$ cat config.mk
export PLATFORM = sky130hd
export DESIGN_NAME = source_text_tokenizer_core
export DESIGN_NICKNAME = d
export VERILOG_FILES = /design/src/sv/stt_pkg.sv /design/src/sv/source_text_tokenizer_core.sv
export SDC_FILE = /design/constraint.sdc
export NUM_CORES = 1
export LEC_CHECK = 0
export ABC_CLOCK_PERIOD_IN_PS = 3700
export CORE_MARGIN = 4
export CORE_UTILIZATION = 30
export DETAILED_ROUTE_END_ITERATION = 10
export DONT_BUFFER_PORTS = 1
export GPL_TIMING_DRIVEN = 0
export PLACE_DENSITY = 0.47
export SETUP_SLACK_MARGIN = 0.5
export SYNTH_ARGS = -nofsm -noshare
export SYNTH_HDL_FRONTEND = slang
export SYNTH_SLANG_ARGS = --single-unit
$ cat constraint.sdc
create_clock -name clk_i -period 3.7 [get_ports clk_i]
set_input_delay 0.555 -clock clk_i [delete_from_list [all_inputs] [get_ports clk_i]]
set_output_delay 0.555 -clock clk_i [all_outputs]
set_load 0.05 [all_outputs]
$ cat src/sv/stt_pkg.sv
// Shared types, codes and lookup tables for the source text tokenizer.
`timescale 1ns / 1ps

package stt_pkg;

  // Default width of the byte offset and length counters
  localparam int unsigned PositionWidthDefault = 16;

  // Keyword lookup
  localparam int unsigned NumKeywords = 5;
  localparam int unsigned KwRowLen    = 16;

  // Result queue between the scanner and the output port
  localparam int unsigned QueueDepth = 4;
  localparam int unsigned QueuePtrW  = $clog2(QueueDepth);
  localparam int unsigned QueueCntW  = QueuePtrW + 1;

  // Characters with a role of their own
  localparam logic [7:0] ChrNul     = 8'h00;
  localparam logic [7:0] ChrNewline = 8'h0A;
  localparam logic [7:0] ChrQuote   = 8'h22;
  localparam logic [7:0] ChrSlash   = 8'h2F;

  typedef enum logic [4:0] {
    KIND_UNKNOWN      = 5'd0,
    KIND_END          = 5'd1,
    KIND_KW_INT       = 5'd2,
    KIND_KW_CONSOLE   = 5'd3,
    KIND_KW_WRITELINE = 5'd4,
    KIND_KW_IF        = 5'd5,
    KIND_KW_WHILE     = 5'd6,
    KIND_IDENT        = 5'd7,
    KIND_STRING       = 5'd8,
    KIND_NUMBER       = 5'd9,
    KIND_PLUS         = 5'd10,
    KIND_MINUS        = 5'd11,
    KIND_SEMI         = 5'd12,
    KIND_ASSIGN       = 5'd13,
    KIND_DOT          = 5'd14,
    KIND_LPAREN       = 5'd15,
    KIND_RPAREN       = 5'd16,
    KIND_LBRACE       = 5'd17,
    KIND_RBRACE       = 5'd18
  } tok_kind_e;

  // Scanner mode, one-hot
  typedef enum logic [5:0] {
    MODE_IDLE    = 6'b000001,
    MODE_SLASH   = 6'b000010,
    MODE_COMMENT = 6'b000100,
    MODE_IDENT   = 6'b001000,
    MODE_NUMBER  = 6'b010000,
    MODE_STRING  = 6'b100000
  } scan_mode_e;

  typedef struct packed {
    tok_kind_e   kind;
    logic [15:0] start;
    logic [15:0] length;
    logic        last;
  } token_t;

  // Keyword text, padded with zeros to a full row
  localparam logic [7:0] KwText [NumKeywords][KwRowLen] = '{
    '{"i", "n", "t", 8'h0, 8'h0, 8'h0, 8'h0, 8'h0,
      8'h0, 8'h0, 8'h0, 8'h0, 8'h0, 8'h0, 8'h0, 8'h0},
    '{"C", "o", "n", "s", "o", "l", "e", 8'h0,
      8'h0, 8'h0, 8'h0, 8'h0, 8'h0, 8'h0, 8'h0, 8'h0},
    '{"W", "r", "i", "t", "e", "L", "i", "n",
      "e", 8'h0, 8'h0, 8'h0, 8'h0, 8'h0, 8'h0, 8'h0},
    '{"i", "f", 8'h0, 8'h0, 8'h0, 8'h0, 8'h0, 8'h0,
      8'h0, 8'h0, 8'h0, 8'h0, 8'h0, 8'h0, 8'h0, 8'h0},
    '{"w", "h", "i", "l", "e", 8'h0, 8'h0, 8'h0,
      8'h0, 8'h0, 8'h0, 8'h0, 8'h0, 8'h0, 8'h0, 8'h0}
  };

  localparam logic [3:0] KwLen [NumKeywords] = '{4'd3, 4'd7, 4'd9, 4'd2, 4'd5};

  function automatic logic is_alpha(input logic [7:0] c);
    return ((c >= 8'h41) && (c <= 8'h5A)) || ((c >= 8'h61) && (c <= 8'h7A));
  endfunction

  function automatic logic is_digit(input logic [7:0] c);
    return (c >= 8'h30) && (c <= 8'h39);
  endfunction

  function automatic logic is_space(input logic [7:0] c);
    return (c == 8'h20) || ((c >= 8'h09) && (c <= 8'h0D));
  endfunction

  // Keywords whose text holds byte c at index idx; short is low when the
  // index lies beyond every keyword row
  function automatic logic [NumKeywords-1:0] kw_keep(input logic [7:0] c,
                                                     input logic [3:0] idx,
                                                     input logic       short);
    logic [NumKeywords-1:0] keep;
    keep = '0;
    for (int i = 0; i < NumKeywords; i++) begin
      keep[i] = short && (idx < KwLen[i]) && (KwText[i][idx] == c);
    end
    return keep;
  endfunction

  // Kind of a closing identifier: first keyword still matching at full length
  function automatic tok_kind_e ident_kind(input logic [NumKeywords-1:0] mask,
                                           input logic [3:0]             len,
                                           input logic                   short);
    tok_kind_e kind;
    kind = KIND_IDENT;
    for (int i = NumKeywords - 1; i >= 0; i--) begin
      if (mask[i] && short && (len == KwLen[i])) begin
        kind = tok_kind_e'(5'(KIND_KW_INT) + 5'(i));
      end
    end
    return kind;
  endfunction

  // Single-character symbols; anything else is unknown
  function automatic tok_kind_e sym_kind(input logic [7:0] c);
    tok_kind_e kind;
    unique case (c)
      "+":     kind = KIND_PLUS;
      "-":     kind = KIND_MINUS;
      ";":     kind = KIND_SEMI;
      "=":     kind = KIND_ASSIGN;
      ".":     kind = KIND_DOT;
      "(":     kind = KIND_LPAREN;
      ")":     kind = KIND_RPAREN;
      "{":     kind = KIND_LBRACE;
      "}":     kind = KIND_RBRACE;
      default: kind = KIND_UNKNOWN;
    endcase
    return kind;
  endfunction

endpackage

$ cat src/sv/source_text_tokenizer_core.sv
// Source text tokenizer: one byte in per cycle while the result queue has room, tokens out through a queue.
// A token closed by a byte enters the result queue at that byte's transfer.
// Throughput: one byte per cycle while the output keeps up; a byte that yields two
//   tokens takes two queue entries, each read in its own transfer. Input is ready
//   while the four-entry result queue holds at most two tokens.
// Reset: rst_ni clears mode, offsets and length, sets the keyword mask, empties the queue.
`timescale 1ns / 1ps

module source_text_tokenizer_core
  import stt_pkg::*;
#(
  parameter int unsigned POSITION_WIDTH = PositionWidthDefault
) (
  input  logic        clk_i,
  input  logic        rst_ni,
  input  logic        in_valid_i,
  output logic        in_ready_o,
  input  logic [7:0]  source_byte_i,
  output logic        out_valid_o,
  input  logic        out_ready_i,
  output logic [4:0]  token_kind_o,
  output logic [15:0] token_start_o,
  output logic [15:0] token_length_o,
  output logic        last_of_run_o
);

  localparam int unsigned PW = POSITION_WIDTH;

  // Scanner state
  scan_mode_e             mode_q, mode_d;
  logic [PW-1:0]          pos_q, pos_d;
  logic [PW-1:0]          start_q, start_d;
  logic [PW-1:0]          len_q, len_d;
  logic [NumKeywords-1:0] mask_q, mask_d;

  // Result queue
  token_t                 queue_q [QueueDepth];
  logic [QueuePtrW-1:0]   wr_ptr_q, rd_ptr_q;
  logic [QueueCntW-1:0]   count_q;

  logic                   in_fire, out_fire;
  logic [7:0]             c;
  logic                   len_short;
  logic [PW-1:0]          len_inc;

  // Handling of a byte when no token is open
  logic                   beg_v;
  token_t                 beg_tok;
  scan_mode_e             beg_mode;
  logic [PW-1:0]          beg_start, beg_len;
  logic [NumKeywords-1:0] beg_mask;

  logic                   close_v, use_beg;
  token_t                 close_tok, first_tok;
  logic [1:0]             n_wr;

  assign c         = source_byte_i;
  assign in_fire   = in_valid_i && in_ready_o;
  assign out_fire  = out_valid_o && out_ready_i;
  assign len_short = ((len_q >> 4) == '0);
  assign len_inc   = (len_q == '1) ? len_q : len_q + 1'b1;

  // Start of a new token
  always_comb begin
    beg_v          = 1'b0;
    beg_tok.kind   = KIND_UNKNOWN;
    beg_tok.start  = 16'(pos_q);
    beg_tok.length = 16'd1;
    beg_tok.last   = 1'b1;
    beg_mode       = MODE_IDLE;
    beg_start      = start_q;
    beg_len        = '0;
    beg_mask       = '1;
    if (c == ChrNul) begin
      beg_v          = 1'b1;
      beg_tok.kind   = KIND_END;
      beg_tok.length = 16'd0;
    end else if (is_space(c)) begin
      beg_v = 1'b0;
    end else if (c == ChrSlash) begin
      beg_mode  = MODE_SLASH;
      beg_start = pos_q;
    end else if (is_alpha(c)) begin
      beg_mode  = MODE_IDENT;
      beg_start = pos_q;
      beg_mask  = kw_keep(c, 4'd0, 1'b1);
      beg_len   = PW'(1);
    end else if (c == ChrQuote) begin
      beg_mode  = MODE_STRING;
      beg_start = pos_q + 1'b1;
    end else if (is_digit(c)) begin
      beg_mode  = MODE_NUMBER;
      beg_start = pos_q;
      beg_len   = PW'(1);
    end else begin
      beg_v        = 1'b1;
      beg_tok.kind = sym_kind(c);
    end
  end

  // Per-mode step and next state
  always_comb begin
    close_v          = 1'b0;
    close_tok.kind   = KIND_UNKNOWN;
    close_tok.start  = 16'(start_q);
    close_tok.length = 16'(len_q);
    close_tok.last   = 1'b0;
    use_beg          = 1'b0;
    mode_d           = mode_q;
    start_d          = start_q;
    len_d            = len_q;
    mask_d           = mask_q;

    unique case (mode_q)
      MODE_SLASH: begin
        if (c == ChrSlash) begin
          mode_d = MODE_COMMENT;
        end else begin
          close_v          = 1'b1;
          close_tok.length = 16'd1;
          use_beg          = 1'b1;
        end
      end
      MODE_COMMENT: begin
        if (c == ChrNewline) begin
          mode_d = MODE_IDLE;
        end else if (c == ChrNul) begin
          use_beg = 1'b1;
        end
      end
      MODE_IDENT: begin
        if (is_alpha(c) || is_digit(c)) begin
          mask_d = mask_q & kw_keep(c, len_q[3:0], len_short);
          len_d  = len_inc;
        end else begin
          close_v        = 1'b1;
          close_tok.kind = ident_kind(mask_q, len_q[3:0], len_short);
          use_beg        = 1'b1;
        end
      end
      MODE_NUMBER: begin
        if (is_digit(c)) begin
          len_d = len_inc;
        end else begin
          close_v        = 1'b1;
          close_tok.kind = KIND_NUMBER;
          use_beg        = 1'b1;
        end
      end
      MODE_STRING: begin
        if (c == ChrQuote) begin
          close_v        = 1'b1;
          close_tok.kind = KIND_STRING;
          mode_d         = MODE_IDLE;
          len_d          = '0;
        end else if (c == ChrNul) begin
          close_v        = 1'b1;
          close_tok.kind = KIND_STRING;
          use_beg        = 1'b1;
        end else begin
          len_d = len_inc;
        end
      end
      default: begin
        use_beg = 1'b1;
      end
    endcase

    if (use_beg) begin
      mode_d  = beg_mode;
      start_d = beg_start;
      len_d   = beg_len;
      mask_d  = beg_mask;
    end

    // End of text returns the scanner state to its reset values
    if (c == ChrNul) begin
      mode_d  = MODE_IDLE;
      pos_d   = '0;
      start_d = '0;
      len_d   = '0;
      mask_d  = '1;
    end else begin
      pos_d = pos_q + 1'b1;
    end
  end

  // Tokens produced by this byte, in order
  always_comb begin
    n_wr           = 2'(close_v) + 2'(use_beg && beg_v);
    first_tok      = close_v ? close_tok : beg_tok;
    first_tok.last = (n_wr == 2'd1);
  end

  // Scanner registers
  always_ff @(posedge clk_i or negedge rst_ni) begin
    if (!rst_ni) begin
      mode_q  <= MODE_IDLE;
      pos_q   <= '0;
      start_q <= '0;
      len_q   <= '0;
      mask_q  <= '1;
    end else if (in_fire) begin
      mode_q  <= mode_d;
      pos_q   <= pos_d;
      start_q <= start_d;
      len_q   <= len_d;
      mask_q  <= mask_d;
    end
  end

  // Queue storage
  always_ff @(posedge clk_i) begin
    if (in_fire && (n_wr != 2'd0)) begin
      queue_q[wr_ptr_q] <= first_tok;
      if (n_wr == 2'd2) begin
        queue_q[wr_ptr_q + 1'b1] <= beg_tok;
      end
    end
  end

  // Queue pointers and fill count
  always_ff @(posedge clk_i or negedge rst_ni) begin
    if (!rst_ni) begin
      wr_ptr_q <= '0;
      rd_ptr_q <= '0;
      count_q  <= '0;
    end else begin
      if (in_fire) begin
        wr_ptr_q <= wr_ptr_q + QueuePtrW'(n_wr);
      end
      if (out_fire) begin
        rd_ptr_q <= rd_ptr_q + 1'b1;
      end
      count_q <= count_q + (in_fire ? QueueCntW'(n_wr) : '0) - QueueCntW'(out_fire);
    end
  end

  assign in_ready_o     = (count_q <= QueueCntW'(QueueDepth - 2));
  assign out_valid_o    = (count_q != '0);
  assign token_kind_o   = queue_q[rd_ptr_q].kind;
  assign token_start_o  = queue_q[rd_ptr_q].start;
  assign token_length_o = queue_q[rd_ptr_q].length;
  assign last_of_run_o  = queue_q[rd_ptr_q].last;

endmodule

==> results.cfg <==
[outcome]
status = finished clean

[sta]
rsz0062_at_grt = true
slew_headroom_pct = 12.9
fmaxAchievable_ghz = 0.292
min_period_ns = 3.42
max_slew.worst_pin.slew_ns = 1.30
final_hold_viol_count = 0
fin_crit_sh_pct = 92.5
skew_ns = 0.0211
hold_ws_ns = 0.424
finalSetupViolations = 0
slew_viol_final = 0

[routing]
drcViolationCount = 0
firstDrtPassIters = 5
ant_nets = 0
avgRoutedWirePerCell_um = 24.0
routed_wl_mm = 42.9
drt-initial-drc-count = 647
vias = 10100
vias_per_cell = 5.66

[finish]
antenna_cells = 0
final_area_um2 = 15900
final_nets = 1272
drive_gt1_share_pct = 27.8
layout.cells.non_filler = 1787
syn2layout_area_growth_pct = 30.7

[clock_network]
cts_tree = yes
clock_path_buffers = 3
clk_pin_slew_worst_paths_ns = 0.06
numCtsBuffers = 25
clockRootBuffer = clkbuf_16
cts.htree.levels = 1
insertion_delay_ns = 0.53
cts_num_sinks = 218

[setup_path]
critPathCaptureType = flop
reg2reg_depth = 14
crit_type = flop to flop
arrival_ns = 3.79
required_ns = 4.07
cp_max_fo = 10
r2r_setup_slack_ns = 0.28
cp-start-kind = flop

[floorplan]
die-area_um2 = 43900
start_util_pct = 30.5
die_w_um = 210
core.rowCount = 73
die_y_um = 210
io_pins = 52
core_area_um2 = 39900

[yosys]
syn_avg_cell_area_um2 = 11.1
synthesis.nets = 1130
yosysSeqAreaShare_pct = 45.8
synth_cells = 1101
synth_top_flop_cell = edfxtp_1
ys_ff_latch = 218
synth_edf_count = 88
yosys_warnings = 0
synthArstFlopShare_pct = 30.3
syn_area_um2 = 12200
yosys.cell_types.count = 91

[pwr]
p_total_mw = 8.85
p_per_area_nw_per_um2 = 556
vdd_drop_max_mv = 0.342
power_leakage_nw = 5.64

[hold_path]
whs_path_depth = 3
hold_path.class = input port to flop

[placement]
place_inst = 1626
portBuffers = 0
dp_hpwl_mm = 27.0
placed_area_um2 = 13000
place.gp.congestion = 0.855

[global_route]
grt-ovfl-total = 0
antenna_found_initial = 0
grt_pass1_vias = 9920
grt_pass1_wl_mm = 63.4
grtUsageTotal_pct = 18.6
grt_max_degree = 67

[run]
drv_cap = 0
-- per-layer routing --
metal | vias to the layer above | wire length [um] | GRT usage, %
li1 | 4618 | - | -
met1 | 5129 | 18700 | 25.5
met2 | 306 | 21000 | 31.4
met3 | 53 | 2390 | 2.54
met4 | 0 | 810 | 4.23
met5 | - | 0 | 0
-- cells in the mapped netlist (16+ instances only) --
master      n  share of area [%]
a21oi_1    26                1.1
a22o_1     70                5.0
a32o_1     68                5.6
clkbuf_1   76                2.3
dfrtp_1    60                 12
dfxtp_1    64                 11
edfxtp_1   88                 22
ha_1       16                1.6
inv_1      18               0.55
mux4_2     38                7.0
nand2_1    82                2.5
nand3_1    24               0.99
nand4_1    18               0.92
nor2_1     44                1.4
nor3_1     26                1.1
o21ai_0    52                2.1
o2bb2ai_1  21                1.5
xnor2_1    21                1.5
xor2_1     21                1.5
-- state kept, by name, summed over array words and instances, names as in the netlist --
| register | count |
|---|---|
| queue_q | 152 |
| len_q | 16 |
| start_q | 16 |
| wr_ptr_q | 2 |
| rd_ptr_q | 2 |
| count_q | 3 |
| pos_q | 16 |
| mode_q | 6 |
| mask_q | 5 |
-- what timing repair did --
action,in CTS,in global routing
pin swaps,51,43
hold buffers,2,0
buffers inserted,71,20
setup endpoints to repair,299,288
gates resized for setup,159,106
hold endpoints to repair,66,0
cloned,20,2
-- cell families (layout without fill, tap and decap cells) --
family | count (synthesis) | after routing | share of synthesized area (%)
flip-flops | 218 | 218 | 45.8
AND/OR/NAND/NOR | 306 | 306 | 13.7
AO/OA/AOI/OAI | 335 | 335 | 22.6
adder cells (fa/ha/maj) | 17 | 17 | 1.81
buffers and inverters | 136 | 297 | 5.30
multiplexers | 47 | 47 | 7.78
XOR/XNOR | 42 | 42 | 3.02
-- metrics by stage --
stage               TNS, ns  setup WS (ns)  util [%]
detailed placement  -229.07          -1.62      32.5
floorplan            -16.46         -0.267         -
global placement    -217.66          -1.52      32.5
global route              0          0.211      39.9
finish                    0          0.279      39.9
CTS                       0          0.161      38.5
-- report_power, final --
part / total (mW) / internal [mW] / switching (mW)
Combinational: 3.49 / 1.25 / 2.25
Sequential: 2.99 / 2.80 / 0.187
Clock: 2.37 / 1.35 / 1.02
-- worst max-delay path: stages, from the launching register on --
cell	delay [ns]
dfrtp_1	0.37
buf_6	0.13
or4_4	0.54
a311oi_4	0.31
a211oi_4	0.08
nand3_4	0.11
buf_8	0.11
o21ai_4	0.06
nand2b_4	0.17
ha_4	0.20
or4_4	0.49
buf_8	0.16
o21ai_4	0.18
buf_6	0.18
a22o_1	0.18
-- path summary, 6_finish.rpt --
kind	endpoint	start
min in group asynchronous	start_q[2]	rst_ni
min	mask_q[4]	source_byte_i[0]
max	queue_q[2][31]	mode_q[5]
max in group asynchronous	mode_q[0]	rst_ni
max reg2reg	queue_q[2][31]	mode_q[5]
min reg2reg	queue_q[1][2]	queue_q[1][2]
-- cells in the final DEF (no fill, tap or decap), types with 22 or more instances in the layout --
cell type	count
edfxtp_1	88
nand2_1	76
a22o_1	70
a32o_1	68
dfxtp_1	64
dfrtp_1	60
clkbuf_1	57
o21ai_0	45
buf_4	44
buf_6	42
nor2_1	39
mux4_2	38
clkbuf_16	32
nor3_1	24
nand3_1	23
buf_12	22
-- area by class of cell --
type | count | area, um^2
well taps | 525 | 657
fillers | 3836 | 24000
repair buffers | 105 | 1330
flip-flops and latches | 218 | 5580
multi-input cells | 747 | 6400
clock inverters | 10 | 57.6
clock buffers | 36 | 721
plain buffers | 117 | 918
inverters | 19 | 120
repair inverters | 10 | 143
Note: power is estimated with default switching activity, not from simulation.
